$ cat src/rtl/core/c_subset_lexer_core_macros.svh
// Assertion helpers for the lexer core.
// Both expect aclk and aresetn in scope at the point of use.
`ifndef C_SUBSET_LEXER_CORE_MACROS_SVH
`define C_SUBSET_LEXER_CORE_MACROS_SVH

// Same-cycle implication
`define CLX_ASSERT_IMP(lbl, ante, cons, msg) \
    lbl: assert property (@(posedge aclk) disable iff (!aresetn) (ante) |-> (cons)) \
        else $error(msg);

// Next-cycle implication
`define CLX_ASSERT_NXT(lbl, ante, cons, msg) \
    lbl: assert property (@(posedge aclk) disable iff (!aresetn) (ante) |=> (cons)) \
        else $error(msg);

`endif

$ cat src/rtl/core/clx_pkg.sv
package clx_pkg;

    // Default parameter values
    localparam int KEYWORD_CHARS_DEFAULT  = 8;
    localparam int POSITION_WIDTH_DEFAULT = 16;

    // Token queue depth (entries of up to two tokens each)
    localparam int FIFO_DEPTH = 4;

    // Token kinds
    localparam logic [5:0] KIND_ID       = 6'd0;
    localparam logic [5:0] KIND_NUM      = 6'd1;
    localparam logic [5:0] KIND_KW_FIRST = 6'd2;
    localparam logic [5:0] KIND_PLUS     = 6'd10;
    localparam logic [5:0] KIND_MINUS    = 6'd11;
    localparam logic [5:0] KIND_STAR     = 6'd12;
    localparam logic [5:0] KIND_SLASH    = 6'd13;
    localparam logic [5:0] KIND_PCT      = 6'd14;
    localparam logic [5:0] KIND_BANG     = 6'd15;
    localparam logic [5:0] KIND_ANDAND   = 6'd16;
    localparam logic [5:0] KIND_OROR     = 6'd17;
    localparam logic [5:0] KIND_LT       = 6'd18;
    localparam logic [5:0] KIND_GT       = 6'd19;
    localparam logic [5:0] KIND_LE       = 6'd20;
    localparam logic [5:0] KIND_GE       = 6'd21;
    localparam logic [5:0] KIND_EQEQ     = 6'd22;
    localparam logic [5:0] KIND_NE       = 6'd23;
    localparam logic [5:0] KIND_ASSIGN   = 6'd24;
    localparam logic [5:0] KIND_LPAR     = 6'd25;
    localparam logic [5:0] KIND_RPAR     = 6'd26;
    localparam logic [5:0] KIND_LBR      = 6'd27;
    localparam logic [5:0] KIND_RBR      = 6'd28;
    localparam logic [5:0] KIND_SEMI     = 6'd29;
    localparam logic [5:0] KIND_COMMA    = 6'd30;
    localparam logic [5:0] KIND_EOF      = 6'd31;
    localparam logic [5:0] KIND_ERR      = 6'd32;

    // Error codes
    localparam logic [1:0] ERR_NONE = 2'd0;
    localparam logic [1:0] ERR_AMP  = 2'd1;
    localparam logic [1:0] ERR_BAR  = 2'd2;
    localparam logic [1:0] ERR_CHAR = 2'd3;

    // Character codes
    localparam logic [7:0] CH_NUL = 8'h00;
    localparam logic [7:0] CH_LF  = 8'h0A;

    // Keyword table, zero padded to the longest keyword
    localparam int KW_COUNT   = 8;
    localparam int KW_MAX_LEN = 8;

    localparam logic [7:0] KW_TEXT [KW_COUNT][KW_MAX_LEN] = '{
        '{"i", "n", "t", CH_NUL, CH_NUL, CH_NUL, CH_NUL, CH_NUL},
        '{"v", "o", "i", "d", CH_NUL, CH_NUL, CH_NUL, CH_NUL},
        '{"i", "f", CH_NUL, CH_NUL, CH_NUL, CH_NUL, CH_NUL, CH_NUL},
        '{"e", "l", "s", "e", CH_NUL, CH_NUL, CH_NUL, CH_NUL},
        '{"w", "h", "i", "l", "e", CH_NUL, CH_NUL, CH_NUL},
        '{"b", "r", "e", "a", "k", CH_NUL, CH_NUL, CH_NUL},
        '{"c", "o", "n", "t", "i", "n", "u", "e"},
        '{"r", "e", "t", "u", "r", "n", CH_NUL, CH_NUL}
    };

    localparam logic [7:0] KW_LEN [KW_COUNT] = '{
        8'd3, 8'd4, 8'd2, 8'd4, 8'd5, 8'd5, 8'd8, 8'd6
    };

    // Scanner states
    typedef enum logic [3:0] {
        ST_IDLE,
        ST_IDENT,
        ST_NUMBER,
        ST_MINUS,
        ST_SLASH,
        ST_BANG,
        ST_LT,
        ST_GT,
        ST_EQ,
        ST_AMP,
        ST_BAR,
        ST_LINECOM,
        ST_BLOCKCOM,
        ST_BLOCKSTAR
    } scan_state_t;

    // Token fields other than position
    typedef struct packed {
        logic [5:0] kind;
        logic [7:0] length;
        logic [1:0] err;
    } tok_info_t;

    localparam int TOK_INFO_W = $bits(tok_info_t);

    // Front to queue write control
    typedef struct packed {
        logic valid;
        logic pair;
    } push_ctl_t;

    // Queue status
    typedef struct packed {
        logic full;
        logic empty;
    } fifo_stat_t;

    // Kind of a single-character token that closes at once
    function automatic logic [5:0] punct_kind(input logic [7:0] ch);
        logic [5:0] k;
        case (ch)
            "+": k = KIND_PLUS;
            "*": k = KIND_STAR;
            "%": k = KIND_PCT;
            "(": k = KIND_LPAR;
            ")": k = KIND_RPAR;
            "{": k = KIND_LBR;
            "}": k = KIND_RBR;
            ";": k = KIND_SEMI;
            ",": k = KIND_COMMA;
            default: k = KIND_ERR;
        endcase
        return k;
    endfunction

endpackage

$ cat src/rtl/core/clx_front.sv
module clx_front #(
    parameter int KEYWORD_CHARS  = clx_pkg::KEYWORD_CHARS_DEFAULT,
    parameter int POSITION_WIDTH = clx_pkg::POSITION_WIDTH_DEFAULT
) (
    input  logic                      aclk,
    input  logic                      aresetn,
    input  logic                      take,
    input  logic [7:0]                text_byte,
    input  logic                      end_of_input,
    output clx_pkg::push_ctl_t        push_ctl,
    output clx_pkg::tok_info_t        first_info,
    output logic [POSITION_WIDTH-1:0] first_line,
    output logic [POSITION_WIDTH-1:0] first_col,
    output clx_pkg::tok_info_t        second_info,
    output logic [POSITION_WIDTH-1:0] second_line,
    output logic [POSITION_WIDTH-1:0] second_col
);

    localparam int IW = $clog2(KEYWORD_CHARS);
    localparam logic [POSITION_WIDTH-1:0] POS_ONE = POSITION_WIDTH'(1);
    localparam logic [POSITION_WIDTH-1:0] POS_MAX = {POSITION_WIDTH{1'b1}};

    typedef enum logic [1:0] {
        W_HOLD,
        W_ADD,
        W_START,
        W_MINUS
    } word_op_t;

    clx_pkg::scan_state_t state_reg, state_next;
    logic [7:0]                word_reg [KEYWORD_CHARS];
    logic [7:0]                run_reg;
    logic [POSITION_WIDTH-1:0] line_reg, col_reg;
    logic                      err_reg;

    logic                      eoi, is_digit, is_alpha, is_word, is_space, is_lf;
    logic                      op_start, eq_hit;
    logic [POSITION_WIDTH-1:0] line_adv, col_adv;
    logic [clx_pkg::KW_COUNT-1:0] kw_hit;
    logic [5:0]                kw_kind;

    logic                      consume, fall, err_set, pos_reset;
    word_op_t                  wop;

    logic                      t0_v, t0_adv, t1_v, t1_adv;
    clx_pkg::tok_info_t        t0, t1;

    // Byte classes
    assign eoi      = end_of_input || (text_byte == clx_pkg::CH_NUL);
    assign is_digit = text_byte inside {["0":"9"]};
    assign is_alpha = text_byte inside {["a":"z"], ["A":"Z"]};
    assign is_word  = is_alpha || is_digit || (text_byte == "_");
    assign is_space = (text_byte == " ") || (text_byte inside {[8'd9:8'd13]});
    assign is_lf    = (text_byte == clx_pkg::CH_LF);
    assign op_start = text_byte inside {"-", "/", "!", "<", ">", "=", "&", "|"};
    assign eq_hit   = !eoi && (text_byte == "=");

    // Position after consuming this byte, saturating
    always_comb begin
        line_adv = line_reg;
        col_adv  = col_reg;
        if (is_lf) begin
            if (line_reg != POS_MAX) line_adv = line_reg + POS_ONE;
            col_adv = POS_ONE;
        end else if (col_reg != POS_MAX) begin
            col_adv = col_reg + POS_ONE;
        end
    end

    // Keyword compare on the stored prefix
    always_comb begin
        for (int k = 0; k < clx_pkg::KW_COUNT; k++) begin
            kw_hit[k] = (run_reg == clx_pkg::KW_LEN[k]);
            for (int j = 0; j < clx_pkg::KW_MAX_LEN; j++) begin
                if (8'(j) < clx_pkg::KW_LEN[k] && word_reg[j] != clx_pkg::KW_TEXT[k][j])
                    kw_hit[k] = 1'b0;
            end
        end
        kw_kind = clx_pkg::KIND_ID;
        for (int k = clx_pkg::KW_COUNT - 1; k >= 0; k--) begin
            if (kw_hit[k]) kw_kind = clx_pkg::KIND_KW_FIRST + 6'(k);
        end
    end

    // Next state and datapath control
    always_comb begin
        state_next = state_reg;
        consume    = 1'b0;
        fall       = 1'b0;
        err_set    = 1'b0;
        pos_reset  = 1'b0;
        wop        = W_HOLD;
        case (state_reg)
            clx_pkg::ST_IDENT: begin
                if (!eoi && is_word) begin
                    consume = 1'b1;
                    wop     = W_ADD;
                end else begin
                    fall = 1'b1;
                end
            end
            clx_pkg::ST_NUMBER: begin
                if (!eoi && is_digit) begin
                    consume = 1'b1;
                    wop     = W_ADD;
                end else begin
                    fall = 1'b1;
                end
            end
            clx_pkg::ST_MINUS: begin
                if (!eoi && is_digit) begin
                    consume    = 1'b1;
                    wop        = W_MINUS;
                    state_next = clx_pkg::ST_NUMBER;
                end else begin
                    fall = 1'b1;
                end
            end
            clx_pkg::ST_SLASH: begin
                if (!eoi && text_byte == "/") begin
                    consume    = 1'b1;
                    state_next = clx_pkg::ST_LINECOM;
                end else if (!eoi && text_byte == "*") begin
                    consume    = 1'b1;
                    state_next = clx_pkg::ST_BLOCKCOM;
                end else begin
                    fall = 1'b1;
                end
            end
            clx_pkg::ST_BANG, clx_pkg::ST_LT, clx_pkg::ST_GT, clx_pkg::ST_EQ: begin
                if (eq_hit) begin
                    consume    = 1'b1;
                    state_next = clx_pkg::ST_IDLE;
                end else begin
                    fall = 1'b1;
                end
            end
            clx_pkg::ST_AMP: begin
                state_next = clx_pkg::ST_IDLE;
                if (!eoi && text_byte == "&") consume = 1'b1;
                else err_set = 1'b1;
            end
            clx_pkg::ST_BAR: begin
                state_next = clx_pkg::ST_IDLE;
                if (!eoi && text_byte == "|") consume = 1'b1;
                else err_set = 1'b1;
            end
            clx_pkg::ST_LINECOM: begin
                if (!eoi && !is_lf) consume = 1'b1;
                else fall = 1'b1;
            end
            clx_pkg::ST_BLOCKCOM: begin
                if (!eoi) begin
                    consume = 1'b1;
                    if (text_byte == "*") state_next = clx_pkg::ST_BLOCKSTAR;
                end else begin
                    fall = 1'b1;
                end
            end
            clx_pkg::ST_BLOCKSTAR: begin
                if (!eoi) begin
                    consume = 1'b1;
                    if (text_byte == "/") state_next = clx_pkg::ST_IDLE;
                    else if (text_byte != "*") state_next = clx_pkg::ST_BLOCKCOM;
                end else begin
                    fall = 1'b1;
                end
            end
            default: fall = 1'b1;
        endcase

        // Byte handled from the idle state
        if (fall) begin
            state_next = clx_pkg::ST_IDLE;
            if (eoi) begin
                pos_reset = 1'b1;
            end else begin
                consume = 1'b1;
                if (is_space) begin
                    state_next = clx_pkg::ST_IDLE;
                end else if (is_alpha || text_byte == "_") begin
                    wop        = W_START;
                    state_next = clx_pkg::ST_IDENT;
                end else if (is_digit) begin
                    wop        = W_START;
                    state_next = clx_pkg::ST_NUMBER;
                end else begin
                    case (text_byte)
                        "-": state_next = clx_pkg::ST_MINUS;
                        "/": state_next = clx_pkg::ST_SLASH;
                        "!": state_next = clx_pkg::ST_BANG;
                        "<": state_next = clx_pkg::ST_LT;
                        ">": state_next = clx_pkg::ST_GT;
                        "=": state_next = clx_pkg::ST_EQ;
                        "&": state_next = clx_pkg::ST_AMP;
                        "|": state_next = clx_pkg::ST_BAR;
                        default: err_set = (clx_pkg::punct_kind(text_byte) == clx_pkg::KIND_ERR);
                    endcase
                end
            end
        end
    end

    // Tokens: t0 closes the pending token, t1 comes from the idle-state handling
    always_comb begin
        t0_v   = 1'b0;
        t0_adv = 1'b0;
        t0     = '{kind: clx_pkg::KIND_ID, length: 8'd1, err: clx_pkg::ERR_NONE};
        t1_v   = 1'b0;
        t1_adv = 1'b0;
        t1     = '{kind: clx_pkg::KIND_EOF, length: 8'd0, err: clx_pkg::ERR_NONE};
        case (state_reg)
            clx_pkg::ST_IDENT: begin
                t0_v      = fall;
                t0.kind   = kw_kind;
                t0.length = run_reg;
            end
            clx_pkg::ST_NUMBER: begin
                t0_v      = fall;
                t0.kind   = clx_pkg::KIND_NUM;
                t0.length = run_reg;
            end
            clx_pkg::ST_MINUS: begin
                t0_v    = fall;
                t0.kind = clx_pkg::KIND_MINUS;
            end
            clx_pkg::ST_SLASH: begin
                t0_v    = fall;
                t0.kind = clx_pkg::KIND_SLASH;
            end
            clx_pkg::ST_BANG: begin
                t0_v    = 1'b1;
                t0.kind = eq_hit ? clx_pkg::KIND_NE : clx_pkg::KIND_BANG;
            end
            clx_pkg::ST_LT: begin
                t0_v    = 1'b1;
                t0.kind = eq_hit ? clx_pkg::KIND_LE : clx_pkg::KIND_LT;
            end
            clx_pkg::ST_GT: begin
                t0_v    = 1'b1;
                t0.kind = eq_hit ? clx_pkg::KIND_GE : clx_pkg::KIND_GT;
            end
            clx_pkg::ST_EQ: begin
                t0_v    = 1'b1;
                t0.kind = eq_hit ? clx_pkg::KIND_EQEQ : clx_pkg::KIND_ASSIGN;
            end
            clx_pkg::ST_AMP: begin
                t0_v = 1'b1;
                if (consume) begin
                    t0.kind = clx_pkg::KIND_ANDAND;
                end else begin
                    t0.kind = clx_pkg::KIND_ERR;
                    t0.err  = clx_pkg::ERR_AMP;
                end
            end
            clx_pkg::ST_BAR: begin
                t0_v = 1'b1;
                if (consume) begin
                    t0.kind = clx_pkg::KIND_OROR;
                end else begin
                    t0.kind = clx_pkg::KIND_ERR;
                    t0.err  = clx_pkg::ERR_BAR;
                end
            end
            default: t0_v = 1'b0;
        endcase

        // Two-character operators are stamped after their second character
        if (t0_v && !fall && consume) begin
            t0_adv    = 1'b1;
            t0.length = 8'd2;
        end

        if (fall) begin
            if (eoi) begin
                t1_v = 1'b1;
            end else if (!is_space && !is_alpha && !is_digit && text_byte != "_"
                         && !op_start) begin
                t1_v      = 1'b1;
                t1_adv    = 1'b1;
                t1.kind   = clx_pkg::punct_kind(text_byte);
                t1.length = 8'd1;
                t1.err    = (t1.kind == clx_pkg::KIND_ERR) ? clx_pkg::ERR_CHAR
                                                           : clx_pkg::ERR_NONE;
            end
        end
    end

    // Queue entry: first token is whichever exists, second only when both do
    assign push_ctl.valid = take && !err_reg && (t0_v || t1_v);
    assign push_ctl.pair  = t0_v && t1_v;
    assign first_info     = t0_v ? t0 : t1;
    assign first_line     = (t0_v ? t0_adv : t1_adv) ? line_adv : line_reg;
    assign first_col      = (t0_v ? t0_adv : t1_adv) ? col_adv : col_reg;
    assign second_info    = t1;
    assign second_line    = t1_adv ? line_adv : line_reg;
    assign second_col     = t1_adv ? col_adv : col_reg;

    // Control state
    always_ff @(posedge aclk) begin
        if (!aresetn) begin
            state_reg <= clx_pkg::ST_IDLE;
            run_reg   <= 8'd0;
            line_reg  <= POS_ONE;
            col_reg   <= POS_ONE;
            err_reg   <= 1'b0;
        end else if (take && !err_reg) begin
            state_reg <= state_next;
            if (err_set) err_reg <= 1'b1;
            if (pos_reset) begin
                line_reg <= POS_ONE;
                col_reg  <= POS_ONE;
            end else if (consume) begin
                line_reg <= line_adv;
                col_reg  <= col_adv;
            end
            case (wop)
                W_ADD:   if (run_reg != 8'hFF) run_reg <= run_reg + 8'd1;
                W_START: run_reg <= 8'd1;
                W_MINUS: run_reg <= 8'd2;
                default: run_reg <= run_reg;
            endcase
        end
    end

    // Word prefix buffer
    always_ff @(posedge aclk) begin
        if (take && !err_reg) begin
            case (wop)
                W_ADD: begin
                    if (run_reg < 8'(KEYWORD_CHARS)) word_reg[run_reg[IW-1:0]] <= text_byte;
                end
                W_START: begin
                    for (int i = 0; i < KEYWORD_CHARS; i++)
                        word_reg[i] <= (i == 0) ? text_byte : 8'h00;
                end
                W_MINUS: begin
                    for (int i = 0; i < KEYWORD_CHARS; i++)
                        word_reg[i] <= (i == 0) ? 8'("-") : ((i == 1) ? text_byte : 8'h00);
                end
                default: ;
            endcase
        end
    end

endmodule

$ cat src/rtl/core/clx_fifo.sv
module clx_fifo #(
    parameter int WIDTH = 1,
    parameter int DEPTH = clx_pkg::FIFO_DEPTH
) (
    input  logic                aclk,
    input  logic                aresetn,
    input  logic                push,
    input  logic [WIDTH-1:0]    push_data,
    input  logic                pop,
    output logic [WIDTH-1:0]    pop_data,
    output clx_pkg::fifo_stat_t stat
);

    localparam int AW = (DEPTH > 1) ? $clog2(DEPTH) : 1;
    localparam logic [AW-1:0] LAST = AW'(DEPTH - 1);

    logic [WIDTH-1:0] slot_reg [DEPTH];
    logic [AW-1:0]    wr_ptr_reg, rd_ptr_reg;
    logic [AW:0]      count_reg;
    logic             do_push, do_pop;

    assign stat.full  = (count_reg == (AW + 1)'(DEPTH));
    assign stat.empty = (count_reg == '0);
    assign do_push    = push && !stat.full;
    assign do_pop     = pop && !stat.empty;
    assign pop_data   = slot_reg[rd_ptr_reg];

    // Pointers and fill count
    always_ff @(posedge aclk) begin
        if (!aresetn) begin
            wr_ptr_reg <= '0;
            rd_ptr_reg <= '0;
            count_reg  <= '0;
        end else begin
            if (do_push) wr_ptr_reg <= (wr_ptr_reg == LAST) ? '0 : wr_ptr_reg + 1'b1;
            if (do_pop)  rd_ptr_reg <= (rd_ptr_reg == LAST) ? '0 : rd_ptr_reg + 1'b1;
            if (do_push && !do_pop)      count_reg <= count_reg + 1'b1;
            else if (do_pop && !do_push) count_reg <= count_reg - 1'b1;
        end
    end

    // Entry storage
    always_ff @(posedge aclk) begin
        if (do_push) slot_reg[wr_ptr_reg] <= push_data;
    end

endmodule

$ cat src/rtl/core/clx_back.sv
module clx_back #(
    parameter int POSITION_WIDTH = clx_pkg::POSITION_WIDTH_DEFAULT
) (
    input  logic                      aclk,
    input  logic                      aresetn,
    input  clx_pkg::fifo_stat_t       stat,
    output logic                      pop,
    input  logic                      head_pair,
    input  clx_pkg::tok_info_t        head_info0,
    input  logic [POSITION_WIDTH-1:0] head_line0,
    input  logic [POSITION_WIDTH-1:0] head_col0,
    input  clx_pkg::tok_info_t        head_info1,
    input  logic [POSITION_WIDTH-1:0] head_line1,
    input  logic [POSITION_WIDTH-1:0] head_col1,
    output logic                      m_valid,
    input  logic                      m_ready,
    output logic [5:0]                m_token_kind,
    output logic [7:0]                m_token_length,
    output logic [POSITION_WIDTH-1:0] m_line_number,
    output logic [POSITION_WIDTH-1:0] m_column_number,
    output logic [1:0]                m_error_code,
    output logic                      m_last_of_run
);

    logic                      out_valid_reg, sec_pend_reg;
    clx_pkg::tok_info_t        out_info_reg, sec_info_reg;
    logic [POSITION_WIDTH-1:0] out_line_reg, out_col_reg, sec_line_reg, sec_col_reg;
    logic                      out_last_reg;
    logic                      load;

    // Output register free or draining this cycle
    assign load = !out_valid_reg || m_ready;
    assign pop  = load && !sec_pend_reg && !stat.empty;

    // Control: output valid and held second token
    always_ff @(posedge aclk) begin
        if (!aresetn) begin
            out_valid_reg <= 1'b0;
            sec_pend_reg  <= 1'b0;
        end else if (load) begin
            if (sec_pend_reg) begin
                out_valid_reg <= 1'b1;
                sec_pend_reg  <= 1'b0;
            end else begin
                out_valid_reg <= !stat.empty;
                sec_pend_reg  <= !stat.empty && head_pair;
            end
        end
    end

    // Payload
    always_ff @(posedge aclk) begin
        if (load) begin
            if (sec_pend_reg) begin
                out_info_reg <= sec_info_reg;
                out_line_reg <= sec_line_reg;
                out_col_reg  <= sec_col_reg;
                out_last_reg <= 1'b1;
            end else if (!stat.empty) begin
                out_info_reg <= head_info0;
                out_line_reg <= head_line0;
                out_col_reg  <= head_col0;
                out_last_reg <= !head_pair;
                sec_info_reg <= head_info1;
                sec_line_reg <= head_line1;
                sec_col_reg  <= head_col1;
            end
        end
    end

    assign m_valid         = out_valid_reg;
    assign m_token_kind    = out_info_reg.kind;
    assign m_token_length  = out_info_reg.length;
    assign m_line_number   = out_line_reg;
    assign m_column_number = out_col_reg;
    assign m_error_code    = out_info_reg.err;
    assign m_last_of_run   = out_last_reg;

endmodule

$ cat src/rtl/core/c_subset_lexer_core.sv
// Streaming lexer for a small C subset. The scanner takes one text byte per cycle
// whenever the four-entry token queue has room, so s_ready drops only when the
// queue fills; each byte is classified and the token it closes is formed in the
// same cycle. The output stage sends one token per cycle while m_ready is high, so
// a byte that closes two tokens (a pending token plus a one-character token or EOF)
// holds the second one in the output stage before the next queue pop; the sustained
// rate is one byte per cycle for text that closes at most one token per byte. A token
// passes through the token queue and then the output register before it reaches m_valid.
// After an error token the block keeps accepting bytes but produces nothing until reset.
`include "c_subset_lexer_core_macros.svh"

module c_subset_lexer_core #(
    parameter int KEYWORD_CHARS  = clx_pkg::KEYWORD_CHARS_DEFAULT,
    parameter int POSITION_WIDTH = clx_pkg::POSITION_WIDTH_DEFAULT
) (
    input  logic                      aclk,
    input  logic                      aresetn,
    input  logic                      s_valid,
    output logic                      s_ready,
    input  logic [7:0]                s_text_byte,
    input  logic                      s_end_of_input,
    output logic                      m_valid,
    input  logic                      m_ready,
    output logic [5:0]                m_token_kind,
    output logic [7:0]                m_token_length,
    output logic [POSITION_WIDTH-1:0] m_line_number,
    output logic [POSITION_WIDTH-1:0] m_column_number,
    output logic [1:0]                m_error_code,
    output logic                      m_last_of_run
);

    localparam int ENTRY_W = 1 + 2 * (clx_pkg::TOK_INFO_W + 2 * POSITION_WIDTH);

    clx_pkg::push_ctl_t        push_ctl;
    clx_pkg::fifo_stat_t       fifo_stat;
    clx_pkg::tok_info_t        f_info0, f_info1, h_info0, h_info1;
    logic [POSITION_WIDTH-1:0] f_line0, f_col0, f_line1, f_col1;
    logic [POSITION_WIDTH-1:0] h_line0, h_col0, h_line1, h_col1;
    logic                      h_pair, take, pop;
    logic [ENTRY_W-1:0]        wr_data, rd_data;
    logic                      tok_err, tok_eof, err_ok, eof_ok, code_ok;

    assign s_ready = !fifo_stat.full;
    assign take    = s_valid && s_ready;

    // Scanner
    clx_front #(
        .KEYWORD_CHARS  (KEYWORD_CHARS),
        .POSITION_WIDTH (POSITION_WIDTH)
    ) u_front (
        .aclk         (aclk),
        .aresetn      (aresetn),
        .take         (take),
        .text_byte    (s_text_byte),
        .end_of_input (s_end_of_input),
        .push_ctl     (push_ctl),
        .first_info   (f_info0),
        .first_line   (f_line0),
        .first_col    (f_col0),
        .second_info  (f_info1),
        .second_line  (f_line1),
        .second_col   (f_col1)
    );

    // Token queue
    assign wr_data = {push_ctl.pair, f_info0, f_line0, f_col0, f_info1, f_line1, f_col1};
    assign {h_pair, h_info0, h_line0, h_col0, h_info1, h_line1, h_col1} = rd_data;

    clx_fifo #(
        .WIDTH (ENTRY_W),
        .DEPTH (clx_pkg::FIFO_DEPTH)
    ) u_fifo (
        .aclk      (aclk),
        .aresetn   (aresetn),
        .push      (push_ctl.valid),
        .push_data (wr_data),
        .pop       (pop),
        .pop_data  (rd_data),
        .stat      (fifo_stat)
    );

    // Output serializer
    clx_back #(
        .POSITION_WIDTH (POSITION_WIDTH)
    ) u_back (
        .aclk            (aclk),
        .aresetn         (aresetn),
        .stat            (fifo_stat),
        .pop             (pop),
        .head_pair       (h_pair),
        .head_info0      (h_info0),
        .head_line0      (h_line0),
        .head_col0       (h_col0),
        .head_info1      (h_info1),
        .head_line1      (h_line1),
        .head_col1       (h_col1),
        .m_valid         (m_valid),
        .m_ready         (m_ready),
        .m_token_kind    (m_token_kind),
        .m_token_length  (m_token_length),
        .m_line_number   (m_line_number),
        .m_column_number (m_column_number),
        .m_error_code    (m_error_code),
        .m_last_of_run   (m_last_of_run)
    );

    // Shape of the token on the output
    assign tok_err = m_valid && (m_token_kind == clx_pkg::KIND_ERR);
    assign tok_eof = m_valid && (m_token_kind == clx_pkg::KIND_EOF);
    assign err_ok  = m_last_of_run && (m_token_length == 8'd1)
                     && (m_error_code != clx_pkg::ERR_NONE);
    assign eof_ok  = m_last_of_run && (m_token_length == 8'd0)
                     && (m_error_code == clx_pkg::ERR_NONE);
    assign code_ok = tok_err || (m_error_code == clx_pkg::ERR_NONE);

    // Error token is one character wide and closes its run
    `CLX_ASSERT_IMP(a_err_shape, tok_err, err_ok, "malformed error token")
    // EOF is empty, error free and closes its run
    `CLX_ASSERT_IMP(a_eof_shape, tok_eof, eof_ok, "malformed EOF token")
    // Error code only on error tokens
    `CLX_ASSERT_IMP(a_code_on_err, m_valid, code_ok, "error code on a regular token")
    // Nothing follows a delivered error token
    `CLX_ASSERT_NXT(a_err_final, tok_err && m_ready, !m_valid, "token after error")

endmodule
$ cat config.mk
export PLATFORM = sky130hd
export DESIGN_NAME = c_subset_lexer_core
export DESIGN_NICKNAME = d
export VERILOG_FILES = /design/src/rtl/core/clx_pkg.sv /design/src/rtl/core/clx_front.sv /design/src/rtl/core/clx_fifo.sv /design/src/rtl/core/clx_back.sv /design/src/rtl/core/c_subset_lexer_core.sv
export VERILOG_INCLUDE_DIRS = /design/src /design/src/rtl/core
export SDC_FILE = /design/constraint.sdc
export NUM_CORES = 1
export LEC_CHECK = 0
export BUFFER_PORTS_ARGS = -buffer_cell sky130_fd_sc_hd__buf_2
export CAP_MARGIN = 0
export CORE_UTILIZATION = 55
export DETAILED_ROUTE_END_ITERATION = 8
export GPL_TIMING_DRIVEN = 0
export PLACE_DENSITY = 0.72
export SLEW_MARGIN = 10
export SYNTH_ARGS = -nofsm -noshare
export SYNTH_HDL_FRONTEND = slang
export SYNTH_SLANG_ARGS = --single-unit
$ cat constraint.sdc
create_clock -name aclk -period 8 [get_ports aclk]
set_clock_uncertainty 0.1 [all_clocks]
set_input_delay 1.6 -clock aclk [delete_from_list [all_inputs] [get_ports aclk]]
set_output_delay 1.6 -clock aclk [all_outputs]
set_load 0.01 [all_outputs]
==> results_dict.tcl <==
set metrics [dict create \
    result_of_the_run "finished, final reports clean" \
    net-switching-power_w 0.00346 \
    layout.filler_cells 3253 \
    tritoncts_buffer_count 54 \
    postSynthRegisterBits 565 \
    post-cts-setup-buffer-count 0 \
    number_of_global_route_vias_before_repair 14700 \
    area_growth_pct 12.8 \
    total_nets_after_synthesis 1697 \
    syn_avg_cell_area_um2 14.4 \
    nNetsFinal 1827 \
    boundaryPins 64 \
    regToRegStartpoint "u_front.state_reg[2]$_SDFFE_PN0P_" \
    number_of_flip_flops_under_the_largest_register_name 356 \
    layout-drive-gt1-share 0.181 \
    slew_viol_final 0 \
    setup.reg_to_reg.worst_slack_ns 3.67 \
    power_frac_clock 0.241 \
    start_kind "input pin" \
    finalSetupViolations 0 \
    critical_path_peak_fanout 10 \
    synth_seq_area_share 0.657 \
    antenna_found_initial 0 \
    intPower_w 0.00700 \
    buf_inv_stages_crit_path 4 \
    floorplan.initialDensity 0.558 \
    drcViolationCount 0 \
    power.density_nw_per_um2 385 \
    cts_root_buffer "clkbuf_16" \
    reg2regPathDepth 9 \
    cts_hold_buffers 0 \
    synth_edf_count 453 \
    cts_max_level 2 \
    startpoint "s_text_byte[3]" \
    clk_transition_reported_paths_ns 0.07 \
    detail_route.wl_per_cell_um 23.1 \
    tightestPinTransition_ns 1.15 \
    worst-setup-path-type "in -> reg" \
    slew-limit-headroom 0.232 \
    number_of_gates_given_a_new_drive_strength_after_cts 0 \
    clock_sinks 565 \
    max_clk_rate_ghz 0.177 \
    swShare 0.331 \
    most-common-layout-cells "edfxtp_1 (453), clkbuf_1 (124), nor2_1 (117)" \
    synthesis.yosys.warnings 0 \
    seqPwrFrac 0.426 \
    ant_nets 0 \
    worst-path-stages 16 \
    layout.cells.most_common "edfxtp_1" \
    drt_first_iter_violations 1269 \
    global_route_wire_length_before_repair_um 86700 \
    number_of_diodes 0 \
    critPathRequiredTime_ns 8.43 \
    gp_congestion 0.909 \
    coreArea_um2 43200 \
    numPortBuffers 60 \
    final-hold-violation-count 0 \
    timing.hold.worst.class "reg -> reg" \
    cts_tree "yes" \
    synth_ff_type "edfxtp_1" \
    maxCapViolCount 0 \
    pwr-share-comb 0.333 \
    post_synth_instance_area_um2 24100 \
    die_h_um 211 \
    grt_setup_unrepaired "false" \
    cts.path.max_buffers 3 \
    netlist_instances 1671 \
    worst_setup_path_end_kind "flip-flop" \
    dr_total_vias 15000 \
    cp_top_family "simple AND/OR/NAND/NOR gates" \
    layoutNonFillerInstCount 2432 \
    worstReg2RegEnd "u_fifo.slot_reg[2][12]$_DFFE_PP_" \
    critical-path-slowest-cell "or4_1" \
    post-dp-hpwl_um 38200 \
    layout_worst_path_cycle_share 0.706 \
    clkLatencyLatePin_ns 0.61 \
    route.final.wire_length_um 56200 \
    vdd_ir_drop_max_v 0.000208 \
    numPlacedInstances 2330 \
    drt_pass1_iterations 6 \
    design.die.area_um2 44700 \
    die-width_um 211 \
    final.min_clock_period_ns 5.65 \
    synthDistinctLibCells 90 \
    power.leakage_nw 8.99 \
    timing.hold.ws_ns 0.331 \
    synth-async-reset-ratio 0 \
    post-layout-total-power_w 0.0105 \
    setup_tns_ns 0 \
    globalRoute.totalOverflow 0 \
    vias_per_cell 6.15 \
    global_route.usage.total 0.257 \
    floorplan.rows 76 \
    worst_setup_path_endpoint "u_fifo.count_reg[2]$_SDFFE_PN0P_" \
    crit_path_cell_trace "buf_2 > clkbuf_1 > buf_1 > nand2_1 > o221ai_2 > nand3_1 > or4_1 > and2_1 > o2bb2a_1 > nor2_1 > ha_1 > inv_1 > fa_1 > xor2_1 > or3_1 > a21oi_1" \
    timing.critical_path.arrival_ns 6.08 \
    critical_path.max_stage_delay_ns 0.66 \
    grt_start_max_net_pins 40 \
]
-- stage by stage --
step	setup slack, ns	utilization	cell area (um2)
after floorplan	1.32	-	24100
after global placement	-1.79	0.582	25100
after detailed placement	1.81	0.589	25400
after CTS	2.42	0.630	27200
after global routing	2.11	0.630	27200
final	2.35	0.630	27200
-- layer usage --
metal,GRT usage,vias to the layer above,routed length (um)
li1,-,6755,-
met1,0.358,7564,24100
met2,0.424,535,27400
met3,0.0300,106,3110
met4,0.0880,0,1580
met5,0,-,0
-- logic make-up (layout without fill, tap and decap cells) --
| logic type | Yosys count | count (layout) | share of synthesized area |
|---|---|---|---|
| flops | 565 | 565 | 0.657 |
| simple gates | 496 | 496 | 0.109 |
| compound gates | 232 | 232 | 0.0650 |
| mux | 197 | 197 | 0.131 |
| buf+inv | 151 | 327 | 0.0242 |
| xor+xnor | 17 | 17 | 0.00618 |
| fa+ha+maj | 13 | 13 | 0.00706 |
-- tightest hold or removal path: cells and delay by family, from the launching register on --
family        cells  cell delay [ns]
flops             1             0.31
simple gates      2             0.08
-- power groups by stage --
stage | clock network, W | registers (W) | logic (W)
2_1_floorplan | 0 | 0.00458 | 0.00220
3_3_place_gp | 0 | 0.00460 | 0.00328
3_5_place_dp | 0 | 0.00452 | 0.00347
4_1_cts | 0.00256 | 0.00446 | 0.00349
5_1_grt | 0.00267 | 0.00452 | 0.00373
6_report | 0.00252 | 0.00446 | 0.00348
-- how the worst min path moves through the flow --
| stage | cells after the start | to | from |
|---|---|---|---|
| 6_report | 2 | u_front.word_reg[7][7]$_SDFFE_PP0P_ | u_front.word_reg[7][7]$_SDFFE_PP0P_ |
| 5_1_grt | 2 | u_front.word_reg[5][7]$_SDFFE_PP0P_ | u_front.word_reg[5][7]$_SDFFE_PP0P_ |
| 3_3_place_gp | 2 | u_front.word_reg[5][7]$_SDFFE_PP0P_ | u_front.word_reg[5][7]$_SDFFE_PP0P_ |
| 2_1_floorplan | 2 | u_front.word_reg[5][7]$_SDFFE_PP0P_ | u_front.word_reg[5][7]$_SDFFE_PP0P_ |
| 3_5_place_dp | 2 | u_front.word_reg[7][7]$_SDFFE_PP0P_ | u_front.word_reg[7][7]$_SDFFE_PP0P_ |
| 4_1_cts | 2 | u_front.word_reg[7][7]$_SDFFE_PP0P_ | u_front.word_reg[7][7]$_SDFFE_PP0P_ |
-- cell type report --
| cell class | instances | area, um2 | share of cell area |
|---|---|---|---|
| clock buffers | 78 | 1540 | 0.0565 |
| well taps | 585 | 732 | 0.0269 |
| flip-flops and latches | 565 | 15800 | 0.583 |
| repair buffers | 74 | 548 | 0.0202 |
| clock inverters | 24 | 244 | 0.00897 |
| multi-input cells | 955 | 7700 | 0.283 |
| inverters | 23 | 86.3 | 0.00318 |
| plain buffers | 128 | 498 | 0.0183 |
-- cell usage after synthesis (12+ instances only) --
cell type	n	area (um2)
edfxtp_1	453	13600
nor2_1	118	443
dfxtp_1	112	2240
clkbuf_1	108	405
nand2_1	92	345
mux4_2	89	2000
a21oi_1	67	335
nand3_1	62	310
o21ai_0	53	265
mux2i_1	50	500
mux2_2	48	541
nor3_1	32	160
nand2b_1	23	144
inv_1	22	82.6
and2_1	20	125
nor2b_1	19	119
a31oi_1	16	100
nor4_1	16	100
or4_1	15	113
buf_1	14	52.6
nand4_1	14	87.6
or3_1	14	87.6
and3_1	12	75.1
ha_1	12	150
nand4b_1	12	105
No activity file was read; power rests on OpenSTA's default activity.
